## src/rtl/rrat_ram.sv

```systemverilog
module rrat_ram #(
    parameter int unsigned WIDTH = 8,
    parameter int unsigned DEPTH = 64
) (
    input  logic                     i_clk,
    input  logic                     i_we,
    input  logic [$clog2(DEPTH)-1:0] i_waddr,
    input  logic [WIDTH-1:0]         i_wdata,
    input  logic [$clog2(DEPTH)-1:0] i_raddr,
    output logic [WIDTH-1:0]         o_rdata
);

    logic [WIDTH-1:0] r_mem [DEPTH];
    logic [WIDTH-1:0] r_rdata;

    // One write port and one registered read port.
    always_ff @(posedge i_clk) begin
        if (i_we) begin
            r_mem[i_waddr] <= i_wdata;
        end
        r_rdata <= r_mem[i_raddr];
    end

    assign o_rdata = r_rdata;

endmodule

```

## config.mk

```make
export PLATFORM = sky130hd
export DESIGN_NAME = rrat_ram
export DESIGN_NICKNAME = d
export VERILOG_FILES = /design/src/rtl/rrat_ram.sv
export SDC_FILE = /design/constraint.sdc
export NUM_CORES = 1
export LEC_CHECK = 0
export ABC_AREA = 1
export BUFFER_PORTS_ARGS = -buffer_cell sky130_fd_sc_hd__buf_4
export CAP_MARGIN = 5
export CORE_MARGIN = 4
export CORE_UTILIZATION = 60
export DETAILED_ROUTE_END_ITERATION = 7
export GPL_ROUTABILITY_DRIVEN = 1
export PLACE_DENSITY = 0.76
export SLEW_MARGIN = 20
export SYNTH_ARGS = -nofsm -noshare
export SYNTH_HDL_FRONTEND = slang
export SYNTH_SLANG_ARGS = --single-unit
```

## constraint.sdc

```tcl
create_clock -name i_clk -period 2.95 [get_ports i_clk]
set_input_delay 0.4425 -clock i_clk [delete_from_list [all_inputs] [get_ports i_clk]]
set_output_delay 0.4425 -clock i_clk [all_outputs]
set_load 0.05 [all_outputs]
```

## Yosys cells after proc, flatten, opt, wreduce, memory -nomap -nowiden

Memories as Yosys holds them, arrays and structs flattened. A register that Yosys moved wholly into a read port is not among the register bits.
Cells that the tools add are included.

| word-level totals | value |
|---|---|
| register bits after elaboration | 0 |
| memory bits (writable) | 512 |
| input port bits | 22 |
| logic and storage cells | 3 |
| memories kept | 1 |

Memory list:

| name | depth | bits a word | rd ports | clocked after memory_dff | wr ports | line | source |
|---|---|---|---|---|---|---|---|
| r_mem | 64 | 8 | 1 | 1 | 1 | 13 | `logic [WIDTH-1:0] r_mem [DEPTH];` |

| operators by class | value |
|---|---|
| multiplexer cells | 2 |

Operator list:

| kind | number |
|---|---|
| two-way mux 1 bit | 2 |

## Logic depth before layout (Yosys ltp)

Gate-level depths: netlist of run 1.

| depth | value |
|---|---|
| word-level depth | 2 |
| mapped depth | 12 |
| depth with buffers taken out | 9 |

## Worst setup path after synthesis of run 1

OpenSTA, ideal clock, no wires.

| timing | value |
|---|---|
| path kind | input-to-reg |
| from | input port i_we |
| to | memory r_mem[48][0], enable pin |
| arrival time | 1.814 ns |
| slack | 0.741 ns |
| cell stages on the path | 3 |
| cells stage by stage | clkbuf_1 nand4_1 nor4_1 |

| between the ends | value |
|---|---|
| cells in the longest elaborated chain, start to end | 2 |

Ends and longest elaborated chain:

| item | line | source |
|---|---|---|
| from (decl) | 6 | `input logic i_we,` |
| two-way mux 1 bit | 18 | `if (i_we) begin` |
| two-way mux 1 bit (not written as such) | 19 | `r_mem[i_waddr] <= i_wdata;` |
| to (decl) | 13 |  |

No other way between the ends.

## Final worst setup path of run 1

| timing | value |
|---|---|
| from | input port i_waddr[2] |
| to | memory r_mem[19][3], enable pin |

RTL lines:

| item | line | source |
|---|---|---|
| from (decl) | 7 | `input logic [$clog2(DEPTH)-1:0] i_waddr,` |

Straight into the memory's write port.

==> flow_summary.toml, run 1 <==
[outcome]
outcome = "completed"

[critical_path]
cp-start-kind = "primary input"
crit_family = "simple AND/OR/NAND/NOR gates"
r2r-start = "r_mem[63][6]"
cp_data_arrival_time_ps = 2460
cp_num_cells = 4
path_class = "primary input to flop"
crit_required_ps = 3150
rr_endpoint = "o_rdata[6]"
cp_cell_sequence = "buf_4 -> inv_1 -> nand4_1 -> nor2_1"
max_stage_delay_ps = 900
reg2reg_depth = 8
r2r_setup_slack_ps = 1490
endpoint = "r_mem[19][3]"
crit_buf_inv = 2
setup.worst_path.start = "i_waddr[2]"
cp_max_fo = 9
cp_slowest_cell = "nor2_1"
critical_path.endpoint_type = "flop"

[min_path]
min_path_type = "primary input to flop"

[global_routing]
grt_remaining_overflow = 0
grt_max_degree = 129
grt_pass1_wl_mm = 80.8
grt_pass1_vias = 14200
antenna_found_initial = 2
grt_usage = 0.271

[clock_network]
cts_root_buf = "clkbuf_16"
post_cts_resized = 0
clock_path_buffers = 3
clk_latency_ps = 580
h-tree-depth = 2
cts_tree = "done"
cts-buffers-inserted = 52
holdBufCountCts = 0
cts.reportedPaths.clkPinSlew_ps = 60
cts_sinks = 520
cts_setup_buffers = 0

[synthesis]
syn_nets = 1827
yosysSeqAreaShare = 0.728
ys_types = 16
syn-cell-area_um2 = 21300
synth_top_area_share = 0.720
synth_seq_cells = 520
postSynthAreaPerCell_um2 = 11.8
ys_top_cells_by_area = "edfxtp_1, nand2_1, nand3_1"
yosys.area.top_type = "edfxtp_1"
syn_inst = 1805
yosysWarnings = 0

[drt]
drc = 0
wl_per_cell_um = 22.5
ant_nets = 0
routed_wl_mm = 52.5
viasPerCell = 6.15
drt_iter0_markers = 1763
firstDrtPassIters = 5
num_vias = 14300

[sta]
holdWs_ps = 236
maxSlewViolCount = 0
hold_viol = 0
fin_crit_sh = 0.766
tns_ps = 0
clock_skew_ps = 23.8
max_freq_ghz = 0.442
setup_viol = 0
slew_headroom = 0.390
worst_slew_pin_slew_ps = 912
fin_crit_ps = 2260
rsz0062_at_grt = "false"

[floorplanning]
floorplan.initialDensity = 0.613
core_um2 = 34800
dieArea_um2 = 38600
die_x_um = 197
die_h_um = 197
num_io_pins = 30
rows = 68

[placement]
hpwl_mm = 29.2
gp_congestion = 0.901
port_buffers = 29

[cells_and_area]
syn2layout_area_growth_pct = 10.4
mostFrequentLayoutCell = "nand2_1"
drive_gt1_frac = 0.0894
antenna_cells = 0
final_cell_mix = "nand2_1, edfxtp_1, nand3_1, buf_4, nor2_1"
nets = 1859

[power_and_ir_drop]
leakagePower_uw = 0.00857
peakVddDrop_uv = 502
power.density_nw_per_um2 = 662

[job]
cap_viol_max_count = 0
==> synth_stat cells <==
master	n
inv_2	1
buf_1	10
nor2_1	56
buf_4	14
nor4_1	8
buf_8	2
dfxtp_1	8
clkbuf_1	15
nand4_1	9
buf_6	35
inv_6	1
edfxtp_1	512
nand2_1	648
inv_1	10
nand3_1	439
buf_2	37
==> tightest hold or removal path, cell delays in order <==
cell,delay [ps]
buf_4,170
nand3_1,90
nand2_1,60
==> logic make-up (layout without fill, tap and decap cells) <==
logic type,after synthesis,count (layout),share of synthesized area
buffers and inverters,125,199,0.0402
DFF,520,520,0.728
and+or+nand+nor,1160,1160,0.232
==> layer usage <==
layer | wire length, µm | vias up | track usage
li1 | - | 6417 | -
met1 | 20400 | 6909 | 0.387
met2 | 24700 | 877 | 0.431
met3 | 5580 | 142 | 0.0494
met4 | 1760 | 4 | 0.0901
met5 | 27 | - | 0
==> through the flow <==
stage                      util  power [µW]  worst slack [ps]  cell area (µm²)  std cells
final                     0.677       15600               690            23600       2334
after global placement    0.630        9330               202            21900       2238
after floorplan               -        8970               741            21300       1805
after CTS                 0.677       15600               794            23600       2334
after global routing      0.677       16100               725            23600       2334
after detailed placement  0.630        9350               200            21900       2238
==> report_power, final <==
group | switching (µW) | internal, µW | total (µW) | leakage, µW
sequential | 21.0 | 8180 | 8200 | 0.00467
combinational | 760 | 255 | 1020 | 0.00308
clock | 2670 | 3720 | 6380 | 0.000817
total | 3450 | 12200 | 15600 | 0.00857
==> final cells by class <==
cell class | count | area (µm²)
Clock buffer | 69 | 1420
Multi-Input combinational cell | 1160 | 4950
Tap cell | 455 | 569
Sequential cell | 520 | 15500
Inverter | 12 | 52.6
Fill cell | 2412 | 11200
Clock inverter | 27 | 235
Timing Repair Buffer | 91 | 812
==> registers in the layout, indices dropped and copies added, names as in the netlist <==
| name | cells |
|---|---|
| o_rdata | 8 |
| r_mem | 512 |
==> how the worst min path moves through the flow <==
stage / start / to / slack (ps) / depth (start not counted)
5_1_grt: i_raddr[5] / o_rdata[0] / 260 / 3
4_1_cts: i_raddr[5] / o_rdata[1] / 220 / 3
6_report: i_raddr[5] / o_rdata[1] / 240 / 3
2_1_floorplan: i_wdata[0] / r_mem[0][0] / 540 / 0
3_5_place_dp: i_raddr[5] / o_rdata[1] / 800 / 3
3_3_place_gp: r_mem[40][1] / o_rdata[1] / 790 / 8
Power figures use the tool's default switching activity.
==> inputs of run 2 (changes only) <==
Settings changed: ABC_AREA 1 to 0.
Clock period 2.95 ns to 2.1 ns, I/O delays scaled along.
==> run 2 against run 1 <==
Effect of this change: clock skew shrank 13 ps; die area shrank 5.3%; register-to-register slack lost 1400 ps; utilization grew 3.2 points; sequential cell count is the same; highest routed layer is now met4; non-clock buffer count grew 78; sequential share of layout area grew 0.68 points; setup slack lost 580 ps; critical path depth grew 2; clock-buffer cell count grew 1; sequential power grew 40%.
==> flow_summary.toml, run 2 <==
[min_path]
min_path_type = "primary input to flop"
hold_depth = 3

[sta]
rsz0062_at_grt = "false"
clock_skew_ps = 10.6
hold_viol = 0
maxSlewViolCount = 0
setup_viol = 0
slew_headroom = 0.527
tns_ps = 0
fin_crit_sh = 0.947
worst_slew_pin_slew_ps = 710
max_freq_ghz = 0.503
fin_crit_ps = 1990

[synthesis]
ys_top_cells_by_area = "edfxtp_1, mux4_2, nor2_1"
synth.most_common_cell = "edfxtp_1"
syn-cell-area_um2 = 20200
ys_types = 40
synth-edff-count = 512
synth_seq_cells = 520
async_flop_share = 0
yosys.area.top_type = "edfxtp_1"
ys.flop_type = "edfxtp_1"
postSynthAreaPerCell_um2 = 21.5
yosysSeqAreaShare = 0.770
synth_top_area_share = 0.762
syn_nets = 962
ys_top_cells_by_count = "edfxtp_1, mux4_2, nor2_1"
yosysWarnings = 0
syn_inst = 940

[power_and_ir_drop]
power.density_nw_per_um2 = 907
power.switching_uw = 4340
combPwrFrac = 0.058
swShare = 0.205
internal-power_uw = 16800
leakagePower_uw = 0.00760
p_seq_frac = 0.545
peakVddDrop_uv = 618
clkPwrFrac = 0.397

[cells_and_area]
nets = 1132
final_util = 0.710
drive_gt1_frac = 0.321
largest_reg_flops = 512
fillCellCount = 1953
antenna_cells = 0
final_cell_mix = "edfxtp_1, buf_4, mux4_2, nor2_1, clkbuf_16"
mostFrequentLayoutCell = "edfxtp_1"
syn2layout_area_growth_pct = 15.7
regMostFlops = "r_mem"

[drt]
routed_wl_mm = 44.9
ant_nets = 0
drt_iter0_markers = 1113
drc = 0
num_vias = 10200
wl_per_cell_um = 28.2
firstDrtPassIters = 5
viasPerCell = 6.44

[placement]
gp_congestion = 0.835
port_buffers = 29
hpwl_mm = 27.5

[clock_network]
clock_path_buffers = 3
post_cts_resized = 0
holdBufCountCts = 0
cts.reportedPaths.clkPinSlew_ps = 60
cts-buffers-inserted = 50
cts_setup_buffers = 0
cts_tree = "done"
clk_latency_ps = 560
h-tree-depth = 2
cts_root_buf = "clkbuf_16"
cts_sinks = 520

[global_routing]
antenna_found_initial = 0
grt_pass1_vias = 10500
grt_max_degree = 65
grt_remaining_overflow = 0
grt_pass1_wl_mm = 67.7
grt_usage = 0.255

[critical_path]
setup.worst_path.start = "r_mem[21][6]"
crit_buf_inv = 1
r2r-start = "r_mem[21][6]"
cp_cell_sequence = "mux4_2 -> mux2_2 -> o221a_2 -> nor3_1 -> buf_4 -> o32ai_1"
r2r_setup_slack_ps = 110
crit_family = "multiplexers"
path_class = "flop to flop"
cp-start-kind = "flop"
critical_path.endpoint_type = "flop"
cp_max_fo = 1
cp_slowest_cell = "mux4_2"
reg2reg_depth = 6
rr_endpoint = "o_rdata[6]"
crit_required_ps = 2540
cp_data_arrival_time_ps = 2420
endpoint = "o_rdata[6]"
max_stage_delay_ps = 490
cp_num_cells = 6

[floorplanning]
rows = 66
num_io_pins = 30
die_x_um = 191
die_h_um = 191
floorplan.initialDensity = 0.614
core_um2 = 32900
dieArea_um2 = 36600

[outcome]
outcome = "completed"

[job]
cap_viol_max_count = 0
==> run 2: cell count changes after synthesis, sizes merged, moves of 12 or more <==
cell / previous run / this run
mux2: 0 / 13
mux2i: 0 / 23
buf: 98 / 34
nor2: 56 / 83
inv: 12 / 0
nand2: 648 / 19
nor2b: 0 / 14
nand3: 439 / 13
mux4: 0 / 126
==> run 2: logic make-up after synthesis <==
logic type | synth area share
compound gates | 0.0207
buf+inv | 0.0157
flops | 0.770
mux | 0.159
simple gates | 0.0339
==> run 2: worst min path at each step <==
| stage | start | endpoint | slack, ps |
|---|---|---|---|
| floorplan | i_wdata[0] | r_mem[0][0] | 410 |
| global placement | i_raddr[5] | o_rdata[3] | 700 |
| detailed placement | i_raddr[5] | o_rdata[2] | 700 |
| CTS | i_raddr[5] | o_rdata[2] | 120 |
| global route | i_raddr[5] | o_rdata[2] | 130 |
| finish | i_raddr[5] | o_rdata[2] | 150 |
==> run 2: metal layers <==
| metal | global-route usage | routed length [µm] |
|---|---|---|
| met1 | 0.360 | 16700 |
| met2 | 0.403 | 22200 |
| met3 | 0.0575 | 4290 |
| met4 | 0.0873 | 1630 |
| met5 | 0 | 0 |
==> run 2: stage by stage <==
| step | setup slack, ps | area [µm²] | hold WS (ps) | power [µW] | cells |
|---|---|---|---|---|---|
| floorplan | 117 | 20200 | 414 | 12400 | 940 |
| finish | 112 | 23300 | 150 | 21200 | 1590 |
| global placement | -189 | 21800 | 701 | 12900 | 1500 |
| global route | 48.5 | 23300 | 129 | 21800 | 1590 |
| detailed placement | -187 | 21800 | 696 | 13000 | 1500 |
| CTS | 101 | 23300 | 121 | 21200 | 1590 |
==> run 2: layout make-up <==
cell class	count	area (µm²)	share of cell area
clock inverter	20	133	0.00569
tap	442	553	0.0237
timing repair buffer	169	1400	0.0600
sequential	520	15500	0.666
clock buffer	70	1390	0.0596
multi-input combinational	369	4320	0.185
==> run 2: power groups by stage <==
stage,Sequential (µW),Combinational (µW),Clock (µW)
3_3_place_gp,11700,1200,0
3_5_place_dp,11700,1220,0
6_report,11500,1230,8390
2_1_floorplan,11800,612,0
5_1_grt,11500,1310,8990
4_1_cts,11500,1240,8480
==> run 2: worst min-delay path, stage by stage <==
cell       delay [ps]
buf_4             190
nand2_1            80
o2bb2ai_1          60
==> inputs of run 3 (changes only) <==
Settings changed: ABC_AREA 0 to 1.
==> run 3 against run 2 <==
Effect of this change: final cell count grew 50%; register-to-register slack improved by 670 ps; fmax is 33% higher; highest routed layer is now met5; via count rose by 38%; final area is 3.2% higher; wire length up 13%; die area grew 5.6%; combinational power up 20%.
==> flow_summary.toml, run 3 (synthesis results as in run 1) <==
[global_routing]
grt_pass1_vias = 13800
grt_remaining_overflow = 0
grtUsageMet1 = 0.370
grt_busiest_layer = "met2"
grt_max_degree = 65
grt_usage = 0.263
antenna_found_initial = 1
use_met3 = 0.0631
grt_pass1_wl_mm = 78.0
met2_usage = 0.405

[drt]
firstDrtPassIters = 5
num_vias = 14200
wl_per_cell_um = 21.3
drt_iter0_markers = 1716
ant_nets = 0
drc = 0
viasPerCell = 5.95
routed_wl_mm = 50.7

[critical_path]
rr_endpoint = "o_rdata[3]"
r2r_setup_slack_ps = 780
max_stage_delay_ps = 380
endpoint = "o_rdata[6]"
cp-start-kind = "flop"
reg2reg_depth = 8
cp_data_arrival_time_ps = 1180
setup.worst_path.start = "o_rdata[6]"
cp_cell_sequence = "buf_4"
crit_required_ps = 1780
cp_num_cells = 1
cp_slowest_cell = "dfxtp_1"
path_class = "flop to primary output"
critical_path.endpoint_type = "primary output"
crit_family = "flip-flops"
crit_buf_inv = 1
r2r-start = "r_mem[62][3]"
cp_max_fo = 1

[cells_and_area]
regMostFlops = "r_mem"
mostFrequentLayoutCell = "nand2_1"
nets = 1906
final_cell_mix = "nand2_1, edfxtp_1, nand3_1, buf_4, nor2_1"
syn2layout_area_growth_pct = 12.8
postLayoutCellArea_um2 = 24100
largest_reg_flops = 512
drive_gt1_frac = 0.112
final_cells = 2381

[sta]
fin_crit_ps = 1500
slew_headroom = 0.460
maxSlewViolCount = 0
worst_slew_pin_slew_ps = 810
fin_crit_sh = 0.712
max_freq_ghz = 0.669
setup_viol = 0
rsz0062_at_grt = "false"
hold_viol = 0
tns_ps = 0
clock_skew_ps = 14.7

[clock_network]
cts_root_buf = "clkbuf_16"
cts.reportedPaths.clkPinSlew_ps = 70
cts_tree = "done"
holdBufCountCts = 0
cts_setup_buffers = 0
post_cts_resized = 0
clock_path_buffers = 3
h-tree-depth = 2
cts-buffers-inserted = 50
cts_sinks = 520
clk_latency_ps = 580

[power_and_ir_drop]
leakagePower_uw = 0.00887
peakVddDrop_uv = 874
power.density_nw_per_um2 = 917

[placement]
place_area_um2 = 22400
post-place-cells = 2287
port_buffers = 29
gp_congestion = 0.968
hpwl_mm = 29.7

[floorplanning]
core_um2 = 34800
die_x_um = 197
die_h_um = 197
rows = 68
num_io_pins = 30
floorplan.initialDensity = 0.613
dieArea_um2 = 38600

[min_path]
hp-start = "i_raddr[5]"
min_path_type = "primary input to flop"

[job]
cap_viol_max_count = 0

[outcome]
outcome = "completed"
run 3: cell type report:
class / count / area, µm²
Antenna cell: 1 / 2.50
Clock buffer: 70 / 1430
Clock inverter: 23 / 234
Fill cell: 2350 / 10700
Inverter: 12 / 52.6
Multi-Input combinational cell: 1160 / 4950
Sequential cell: 520 / 15500
Tap cell: 455 / 569
Timing Repair Buffer: 140 / 1290
run 3: report_power, final:
| group | switching [µW] | internal, µW | total, µW |
|---|---|---|---|
| combinational | 1060 | 405 | 1470 |
| sequential | 33.8 | 11500 | 11500 |
| clock | 3710 | 5350 | 9060 |
run 3: layer usage:
| metal | vias to the layer above | part of all wire |
|---|---|---|
| li1 | 6497 | - |
| met1 | 6780 | 0.39 |
| met2 | 765 | 0.46 |
| met3 | 123 | 0.11 |
| met4 | 2 | 0.035 |
| met5 | - | 0.00022 |
run 3: worst min path at each step:
stage                       end  slack, ps  cells after the start
floorplan           r_mem[0][0]        410                      0
global placement     o_rdata[0]        660                      3
detailed placement   o_rdata[0]        660                      3
CTS                  o_rdata[0]         50                      3
global route         o_rdata[0]         60                      3
finish               o_rdata[0]         80                      3
run 3: worst register-to-register path, stage by stage, from the launching register on:
cell and delay, ps:
edfxtp_1 380, nand2_1 80, nand3_1 100, nand3_1 130, nand2_1 110, nand2_1 100
nand3_1 110, nand3_1 150, nand2_1 60
run 3: stage by stage:
| step | power [µW] | utilization | hold WS [ps] | setup WS [ps] |
|---|---|---|---|---|
| CTS | 22100 | 0.691 | 48.1 | 589 |
| global placement | 13100 | 0.644 | 658 | 219 |
| finish | 22100 | 0.691 | 79.2 | 605 |
| global route | 22700 | 0.691 | 63.4 | 586 |
| floorplan | 12600 | - | 414 | 18.9 |
| detailed placement | 13200 | 0.644 | 658 | 206 |
