===== config.mk =====
export PLATFORM = sky130hd
export DESIGN_NAME = rrat_div
export DESIGN_NICKNAME = d
export VERILOG_FILES = /design/src/rtl/rrat_pkg.sv /design/src/rtl/rrat_div.sv
export SDC_FILE = /design/constraint.sdc
export NUM_CORES = 1
export LEC_CHECK = 0
export BUFFER_PORTS_ARGS = -buffer_cell sky130_fd_sc_hd__buf_2
export CAP_MARGIN = 20
export CELL_PAD_IN_SITES_DETAIL_PLACEMENT = 1
export CELL_PAD_IN_SITES_GLOBAL_PLACEMENT = 2
export CORE_AREA = 2 2 122 112
export CTS_CLUSTER_SIZE = 40
export DETAILED_ROUTE_END_ITERATION = 7
export DIE_AREA = 0 0 124 114
export PLACE_DENSITY = 0.94
export SYNTH_ARGS = -nofsm -noshare
export SYNTH_HDL_FRONTEND = slang
export SYNTH_SLANG_ARGS = --single-unit

===== constraint.sdc =====
create_clock -name i_clk -period 4.75 [get_ports i_clk]
set_clock_uncertainty 0.15 [all_clocks]
set_input_delay 0.475 -clock i_clk [delete_from_list [all_inputs] [get_ports i_clk]]
set_output_delay 0.475 -clock i_clk [all_outputs]
set_load 0.02 [all_outputs]

===== src/rtl/rrat_pkg.sv =====
package rrat_pkg;

    // Field widths of one transaction and of the stored record.
    localparam int unsigned MODE_W   = 2;
    localparam int unsigned PROC_W   = 8;
    localparam int unsigned HASH_W   = 64;
    localparam int unsigned TS_W     = 48;
    localparam int unsigned CNT_W    = 32;
    localparam int unsigned RT_W     = 56;
    localparam int unsigned STAT_W   = 2;
    localparam int unsigned RAVG_W   = 64;
    localparam int unsigned CAVG_W   = 48;
    localparam int unsigned NPROC_W  = 9;
    localparam int unsigned FRAC_W   = 8;
    localparam int unsigned SUM_W    = 64;
    localparam int unsigned DVD_W    = SUM_W + FRAC_W;

    // Default sizes, handed to the top level parameters.
    localparam int unsigned ENTRIES_DEF  = 64;
    localparam int unsigned MAX_PROC_DEF = 256;

    // Transaction modes.
    localparam logic [MODE_W-1:0] MODE_ENTER = 2'd0;
    localparam logic [MODE_W-1:0] MODE_EXIT  = 2'd1;
    localparam logic [MODE_W-1:0] MODE_SHORT = 2'd2;
    localparam logic [MODE_W-1:0] MODE_QUERY = 2'd3;

    // Status codes.
    localparam logic [STAT_W-1:0] ST_OK      = 2'd0;
    localparam logic [STAT_W-1:0] ST_NO_ENTR = 2'd1;
    localparam logic [STAT_W-1:0] ST_FULL    = 2'd2;

    // One table record as held in the memory.
    typedef struct packed {
        logic [PROC_W-1:0] proc;
        logic [HASH_W-1:0] hash;
        logic [TS_W-1:0]   start;
        logic [RT_W-1:0]   runtime;
        logic [CNT_W-1:0]  count;
    } t_rec;

endpackage


===== src/rtl/rrat_div.sv =====
module rrat_div (
    input  logic                          i_clk,
    input  logic                          i_rst_n,
    input  logic                          i_start,
    input  logic [rrat_pkg::DVD_W-1:0]    i_dividend,
    input  logic [rrat_pkg::NPROC_W-1:0]  i_divisor,
    output logic                          o_done,
    output logic [rrat_pkg::DVD_W-1:0]    o_quotient
);

    import rrat_pkg::*;

    localparam int unsigned CW = $clog2(DVD_W + 1);

    logic [DVD_W-1:0]   r_q;
    logic [NPROC_W-1:0] r_rem;
    logic [NPROC_W-1:0] r_div;
    logic [CW-1:0]      r_cnt;
    logic               r_run;
    logic               r_done;
    logic [NPROC_W:0]   rem_sh;
    logic               take;

    // One restoring step: shift in the next dividend bit and try a subtract.
    always_comb begin
        rem_sh = {r_rem, r_q[DVD_W-1]};
        take   = (rem_sh >= {1'b0, r_div});
    end

    // The dividend register fills up with quotient bits from the bottom.
    always_ff @(posedge i_clk) begin
        if (!i_rst_n) begin
            r_run  <= 1'b0;
            r_done <= 1'b0;
            r_cnt  <= '0;
        end else begin
            r_done <= 1'b0;
            if (i_start) begin
                r_run <= 1'b1;
                r_cnt <= '0;
                r_q   <= i_dividend;
                r_rem <= '0;
                r_div <= i_divisor;
            end else if (r_run) begin
                r_q   <= {r_q[DVD_W-2:0], take};
                r_rem <= take ? NPROC_W'(rem_sh - {1'b0, r_div}) : rem_sh[NPROC_W-1:0];
                r_cnt <= r_cnt + 1'b1;
                if (r_cnt == CW'(DVD_W - 1)) begin
                    r_run  <= 1'b0;
                    r_done <= 1'b1;
                end
            end
        end
    end

    assign o_done     = r_done;
    assign o_quotient = r_q;

    // A done pulse always closes a run.
    assert property (@(posedge i_clk) disable iff (!i_rst_n)
        r_done |-> $past(r_run)) else $error("divider done without a run");
    assert property (@(posedge i_clk) disable iff (!i_rst_n)
        r_run |-> (r_rem < r_div)) else $error("divider remainder out of range");

endmodule


Word-level counts from Yosys, hierarchy flattened

Index checks and enable logic that the tools add are counted.
Widths: inputs -> output; s select.

Word-level logic and storage cells: 25
Register bits after elaboration: 99
Input port bits: 84
Output and inout port bits: 73

Add/sub/neg operators: 2
Reduce and logical (&&, ||, !) cells: 5
Bitwise logic cells: 2
Multiplexer cells: 8
Eq/ne operators: 1
$lt $le $gt $ge: 1

Operators by type and width:

| kind                | number |
|---|---|
| $mux 72             | 2 |
| $mux 9              | 2 |
| $ge 10x9->1         | 1 |
| $sub 9x9->9         | 1 |
| $add 7x1->7 const B | 1 |
| $eq 7x7->1 const B  | 1 |
| $mux 1              | 4 |
| $reduce_and 2->1    | 2 |
| $reduce_or 3->1     | 1 |
| $not 1->1           | 2 |
| $reduce_bool 2->1   | 1 |
| $reduce_or 2->1     | 1 |

Longest topological paths before layout

Gate-level depths: netlist (run 1).

Depth in word-level cells: 4
Mapped depth: 10
Mapped depth without buffers: 9

Worst setup path after synthesis (run 1)

Ideal clock, no wire load.

Path type: input-to-reg
Start: input i_start
End: register r_q[0], in the netlist o_quotient[0], enable pin
Slack: 1.526 ns
Stages: 2
Required time: 4.154 ns
Data arrival time: 2.628 ns
Setup time: 0.446 ns
Cells stage by stage: clkbuf_1 > o21a_1

Word-level cells in the longest chain between the ends: 2

RTL lines:

| element                            | line           | text |
|---|---|---|
| start, declared                    | rrat_div.sv:4  | `input logic i_start,` |
| $reduce_bool 2->1 (no source line) | n/a            |  |
| $reduce_and 2->1 (no source line)  | n/a            |  |
| end signal, assigned               | rrat_div.sv:41 | `r_q <= i_dividend;` |
| end signal, assigned               | rrat_div.sv:45 | `r_q <= {r_q[DVD_W-2:0], take};` |
| end, declared                      | rrat_div.sv:15 | `logic [DVD_W-1:0] r_q;` |

Every way passes these cells.
A chain may end at the register's enable or synchronous reset.

Worst setup path after layout (run 1)

Start: register r_q[71], in the netlist o_quotient[71]
End: register r_q[0], in the netlist o_quotient[0], data pin

Word-level cells in the longest chain between the ends: 3

RTL lines:

| element     | line           | text |
|---|---|---|
| $ge 10x9->1 | rrat_div.sv:27 | `take = (rem_sh >= {1'b0, r_div});` |
| $mux 72     | rrat_div.sv:44 | `end else if (r_run) begin` |
| $mux 72     | rrat_div.sv:38 | `if (i_start) begin` |

Every way passes these cells. The select of a mux whose other input is x is not followed.

==> metrics.md, run 1 <==
| Metric | Value |
|---|---|
| Setup ws final | 2070 ps |
| CTS H-tree depth | 3 |
| First-pass GRT wire length | 16.9 mm |
| Crit path buf inv count | 2 |
| Drt via density | 4.87 |
| Layout cell share with drive strength beyond 1 | 56.4% |
| Synth area leaders | edfxtp_1, mux2_2, dfxtp_1 |
| Hold crit path type | in -> reg |
| Fmax | 373 MHz |
| Critical Path Sink Type | flop |
| Crit path top cell by count | inv_1 |
| Number of global-route vias before repair | 3,262 |
| Die footprint | 0.0141 sq mm |
| # diodes | 0 |
| GRT overflow | 0 |
| Syn Area/Cell | 15.7 sq um |
| Core area | 0.0130 sq mm |
| Resized cells post-CTS | 0 |
| Post-Syn Nets | 387 |
| Initial antenna violation count | 0 |
| CP cell instances | inv_1 -> ha_1 -> inv_1 -> fa_1 -> a21o_1 -> a221oi_4 -> a31oi_4 -> mux2_2 |
| P_leak | 2.36 nW |
| Routed Antenna Nets | 0 |
| Max clock buf depth | 2 |
| CP arrival | 2630 ps |
| R2R Path End | o_quotient[0] |
| DR pass1 iterations | 6 |
| Final setup fails | 0 |
| CP max stage cell | edfxtp_1 |
| R2R setup slack | 2070 ps |
| Crit Path Max Fanout | 14 |
| Setup TNS | 0 ps |
| Largest net degree at the start of global routing | 65 |
| Slowest cell delay on critical path | 410 ps |
| WHS Endpoint | r_div[3] |
| Clk pin slew, worst setup/hold paths | 70 ps |
| Worst-Skew Late Latency | 350 ps |
| Seq/Total Area, Yosys | 63.0% |
| Worst IR Drop VDD | 0.000217 V |
| Synth cell types | 45 |
| Final Hold Vio Count | 0 |
| Main synth FF type | edfxtp_1 |
| Routed wire length | 10.8 mm |
| Setup crit start kind | flop |
| Max Slew Vio Count | 0 |
| Root buf cell | clkbuf_16 |
| Async SR Flop Fraction | 0% |
| CP required | 4700 ps |
| # Max-Cap Violations | 0 |
| IO Pins | 157 |
| Util after Layout | 44.6% |
| Crit Path Category | reg -> reg |
| Hold Crit Start | i_divisor[3] |
| Critical path's top delay family | compound AO/OA/AOI/OAI gates |
| Unrepaired setup endpoints after global routing | no |
| Worst rel slew slack | 39.8% |
| Detailed Place HPWL | 7.76 mm |
| Slew @ Worst Pin | 903 ps |
| Post-synth EDFFs | 90 |
| Horiz. Die Dim | 124 um |
| Core Rows | 40 |
| DR vias | 3,027 |
| RR Startpoint | o_quotient[71] |
| Yosys top cell by area | edfxtp_1 |
| Area Growth Syn to Fin | 26.9% |
| Synth Register Bits | 99 |
| Clk sinks | 99 |
| Pre-CTS setup slack | 2060 ps |
| CTS tree | done |
| P per Cell Area | 363 mW/mm^2 |
| Cell Area, Synth | 0.00457 sq mm |
| Nets | 545 |
| DRC violations left | 0 |
| Syn Inst Count | 292 |
| Total CTS buffers | 9 |
| Warnings, synthesis | 0 |
| Wire per inst | 17.3 um |
| Vert. Die Dim | 114 um |
| Fin crit share | 56.4% |
| Port bufs | 156 |
| Placer Congestion | 0.766 |
| R2R depth | 8 |
| Minimum clock period | 2680 ps |
| WHS Path Cells | 1 |
| Status | completed |
| Hold_buf cts | 0 |
| 1st-iter DRT viols | 176 |
| Post-CTS Setup Inserts | 0 |
| Power, Total | 2.10 mW |
| Initial core utilization | 35.1% |
| Post-synth top area share | 59.1% |
| Global Route Usage Sum | 15.8% |
[power breakdown]
group	leakage, nW	total, mW	switching, mW	internal, mW
Clock	0.127	0.680	0.327	0.354
Sequential	0.931	1.06	0.0300	1.03
Combinational	1.30	0.369	0.204	0.164
[synth_stat cells, types with 3 or more instances]
master,number
ha_1,10
xor2_1,3
buf_1,3
mux2_2,72
a21o_1,3
dfxtp_1,9
o21ai_0,6
edfxtp_1,90
a21oi_1,6
clkbuf_1,4
buf_2,3
xnor2_1,4
nor2_1,13
nand2_1,7
nand3_1,3
inv_1,14
mux2i_1,4
or3_1,4
[kinds of logic after synthesis]
group | count (synthesis) | share of synthesized area [%]
compound gates | 30 | 6.13
mux | 77 | 18.9
simple gates | 43 | 5.09
xor+xnor | 7 | 1.34
flops | 99 | 63.0
fa+ha+maj | 11 | 3.17
buf+inv | 25 | 2.30
[worst max path at each step]
stage	endpoint	start	cells after the start
floorplan	o_quotient[0]	i_start	2
global placement	o_quotient[0]	o_quotient[71]	8
detailed placement	o_quotient[0]	o_quotient[71]	8
CTS	r_rem[7]	o_quotient[71]	9
global route	r_rem[3]	o_quotient[71]	9
finish	o_quotient[0]	o_quotient[71]	8
[through the flow]
stage	hold WS (ps)	cell area [sq um]	cells
after global placement	313	5540	607
after CTS	134	5800	622
after floorplan	303	4570	292
final	155	5800	622
after detailed placement	363	5540	607
after global routing	134	5800	622
[sequential cells by signal, indices dropped and copies added (netlist names)]
signal / count
r_cnt: 7
o_done: 1
r_rem: 9
o_quotient: 72
r_run: 1
r_div: 9
[metal layers]
metal  up-vias  wire, um  part of all wire, %  global-route usage (%)
met4         0       146                  1.4                    5.17
met1      1499      4250                   39                    18.7
met2       100      5500                   51                    26.1
met5         -         0                    0                       0
li1       1419         -                    -                       -
met3         9       899                  8.3                    6.60
[cell type report]
class	instances	area (sq um)
fillers	1395	7210
flip-flops and latches	99	2880
multi-input cells	168	1590
repair buffers	158	798
clock buffers	9	225
well taps	168	210
inverters	14	52.6
clock inverters	6	41.3
[cells in the final DEF, fill, tap and decap left out, types with 3 or more instances in the layout]
cell type    n
nand3_1      3
mux2i_1      4
clkbuf_16    9
o21ai_0      6
inv_1       14
or3_1        4
mux2_2      72
buf_2      155
buf_4        3
nand2_1      7
dfxtp_1      9
ha_1        10
a21oi_1      6
xnor2_1      4
xor2_1       3
a21o_1       3
nor2_1      13
edfxtp_1    90
(Power assumes the default switching activity.)
==> run 2, diff against run 1 <==
--- a/config.mk
+++ b/config.mk
@@ -9,11 +9,11 @@
 export CAP_MARGIN = 20
 export CELL_PAD_IN_SITES_DETAIL_PLACEMENT = 1
 export CELL_PAD_IN_SITES_GLOBAL_PLACEMENT = 2
-export CORE_AREA = 2 2 122 112
+export CORE_AREA = 2 2 126 116
 export CTS_CLUSTER_SIZE = 40
 export DETAILED_ROUTE_END_ITERATION = 7
-export DIE_AREA = 0 0 124 114
-export PLACE_DENSITY = 0.94
+export DIE_AREA = 0 0 128 118
+export PLACE_DENSITY = 0.89
 export SYNTH_ARGS = -nofsm -noshare
 export SYNTH_HDL_FRONTEND = slang
 export SYNTH_SLANG_ARGS = --single-unit
==> constraint.sdc (replaced) <==
create_clock -name i_clk -period 2.62 [get_ports i_clk]
set_clock_uncertainty 0.15 [all_clocks]
set_input_delay 0.262 -clock i_clk [delete_from_list [all_inputs] [get_ports i_clk]]
set_output_delay 0.262 -clock i_clk [all_outputs]
set_load 0.02 [all_outputs]
==> metrics.md, run 2 (synthesis gave the netlist of run 1 again) <==
| Metric | Value |
|---|---|
| Commonest non-fill, non-tap cell in the layout | buf_2 |
| Fin crit share | 95.8% (+39 points) |
| Die footprint | 0.0151 sq mm (+6.8%) |
| DRC violations left | 0 (unchanged) |
| Drt via density | 4.77 (-2.0%) |
| Final setup fails | 0 (unchanged) |
| GRT overflow | 0 (unchanged) |
| Setup crit start kind | flop |
| Most frequent cells in the layout | buf_2, edfxtp_1, mux2_2 |
| Comb power frac | 17.8% (+0.3 points) |
| R2R setup slack | 110 ps (-1960 ps) |
| Fmax | 399 MHz (+6.8%) |
| CTS tree | done |
| Total CTS buffers | 9 (unchanged) |
| Total net switching power | 1.06 mW (+89%) |
| Cell Area, Placed | 0.00561 sq mm (+1.3%) |
| Pint | 2.95 mW (+91%) |
| Core area | 0.0137 sq mm (+5.7%) |
| Util after Layout | 44.0% (-0.60 points) |
| Crit Path Max Fanout | 14 (unchanged) |
| DR pass1 iterations | 4 (-2) |
| Initial antenna violation count | 1 (+1) |
| Port bufs | 156 (unchanged) |
| IO Pins | 157 (unchanged) |
| Wire per inst | 17.3 um (-0.45%) |
| CP arrival | 2550 ps (-80 ps) |
| DR vias | 3,099 (+2.4%) |
| Placer Congestion | 0.744 (-2.8%) |
| Worst IR Drop VDD | 0.000355 V (+63%) |
| Max FFs per register | 72 (unchanged) |
| Clk sinks | 99 (unchanged) |
| Minimum clock period | 2510 ps (-170 ps) |
| Clk pin slew, worst setup/hold paths | 70 ps (about the same) |
| Unrepaired setup endpoints after global routing | yes |
| Finished Cell Area | 0.00605 sq mm (+4.2%) |
| Max clock buf depth | 2 (unchanged) |
| Initial core utilization | 33.3% (-1.9 points) |
| CP required | 2660 ps (-2040 ps) |
| Layout cell share with drive strength beyond 1 | 57.4% (+1.1 points) |
| Area Growth Syn to Fin | 32.3% |
| Vert. Die Dim | 118 um (+3.5%) |
| Global Route Usage Sum | 15.6% (-0.25 points) |
| Nets | 567 (+4.0%) |
| Max Slew Vio Count | 0 (unchanged) |
| Routed Antenna Nets | 0 (unchanged) |
| Sw Share | 26.4% (-0.25 points) |
| Number of global-route vias before repair | 3,485 (+6.8%) |
| Root buf cell | clkbuf_16 |
| # Max-Cap Violations | 0 (unchanged) |
| First-pass GRT wire length | 18.0 mm (+6.7%) |
| Core Rows | 41 (+2.5%) |
| Met1 Usage GRT | 17.5% (-1.2 points) |
| Layer with the highest usage | met2 |
| Crit Path Category | reg -> reg |
| Fin cells | 650 (+4.5%) |
| Hold Crit Start | i_dividend[30] |
| Status | completed |
| Critical Path Sink Type | flop |
| Cell count after placement | 618 (+1.8%) |
| RR Startpoint | o_quotient[71] |
| Fillers | 1,443 (+3.4%) |
| Worst-Skew Late Latency | 350 ps (about the same) |
| Flop pwr share | 47.8% (-2.4 points) |
| WHS Path Cells | 2 (+1) |
| R2R Path End | r_rem[3] |
| Largest net degree at the start of global routing | 51 (-22%) |
| CTS H-tree depth | 3 (unchanged) |
| R2R depth | 9 (+1) |
| Clock group share of total power | 34.4% (+2.1 points) |
| Horiz. Die Dim | 128 um (+3.2%) |
| Final Hold Vio Count | 0 (unchanged) |
| WHS Endpoint | o_quotient[30] |
| Routed wire length | 11.2 mm (+4.0%) |
| 1st-iter DRT viols | 162 (-8.0%) |
| P_leak | 2.48 nW (+5.2%) |
| Power, Total | 4.01 mW (+90%) |
| GR Layer Usage met3 | 7.05% (+0.45 points) |
| Slew @ Worst Pin | 459 ps (-444 ps) |
| Setup TNS | 0 ps (unchanged) |
| P per Cell Area | 663 mW/mm^2 (+83%) |
| Worst rel slew slack | 69.4% (+30 points) |
| Met2 usage | 26.4% (+0.25 points) |
| Detailed Place HPWL | 8.16 mm (+5.2%) |
| Hold crit path type | in -> reg |
[run 2: final cells by class]
| type | count | area [sq um] | area share [%] |
|---|---|---|---|
| sequential | 99 | 2880 | 47.7 |
| multi-input combinational | 168 | 1600 | 26.4 |
| timing repair buffer | 180 | 998 | 16.5 |
| clock buffer | 10 | 229 | 3.79 |
| tap | 172 | 215 | 3.56 |
| clock inverter | 6 | 70.1 | 1.16 |
| inverter | 14 | 52.6 | 0.869 |
| antenna | 1 | 2.50 | 0.0414 |
[run 2: power by group through the flow]
stage          Combinational, mW  Clock, mW  Sequential [mW]
6_report                   0.714       1.38             1.92
5_1_grt                    0.784       1.48             1.93
4_1_cts                    0.706       1.42             1.92
3_5_place_dp               0.693          0             1.95
3_3_place_gp               0.668          0             1.94
2_1_floorplan              0.378          0             2.03
[run 2: per-layer routing]
layer	share of wire, %	vias to the layer above
met5	0	-
met4	1.0	0
met3	9.3	7
met2	50	119
met1	39	1498
li1	-	1475
[run 2: critical path, stage by stage, from the launching register on]
cell and delay (ps):
edfxtp_1 390, inv_1 70, ha_2 180, inv_2 40, fa_2 350, a21o_1 200, a221oi_4 310, a31oi_4 240
or2_0 270, a21oi_1 140
[run 2: repair_timing]
action	CTS	global route
hold buffers	9	0
setup buffers	0	6
setup endpoints to repair	0	10
gates resized for setup	0	2
hold endpoints to repair	9	0
[run 2: stage by stage]
stage / hold slack [ps] / worst slack [ps]
floorplan: 211 / 7.45
CTS: 44.9 / 71.7
global placement: 294 / 141
finish: 57.1 / 111
detailed placement: 291 / 85.7
global route: 42.0 / -23.7
[run 2: worst max-delay path by stage]
stage                         from       endpoint  slack, ps
finish              o_quotient[71]       r_rem[3]        110
global placement    o_quotient[71]  o_quotient[0]        140
CTS                 o_quotient[71]       r_rem[3]         70
detailed placement  o_quotient[71]  o_quotient[0]         90
global route        o_quotient[71]       r_rem[5]        -20
floorplan           o_quotient[71]  o_quotient[0]          7
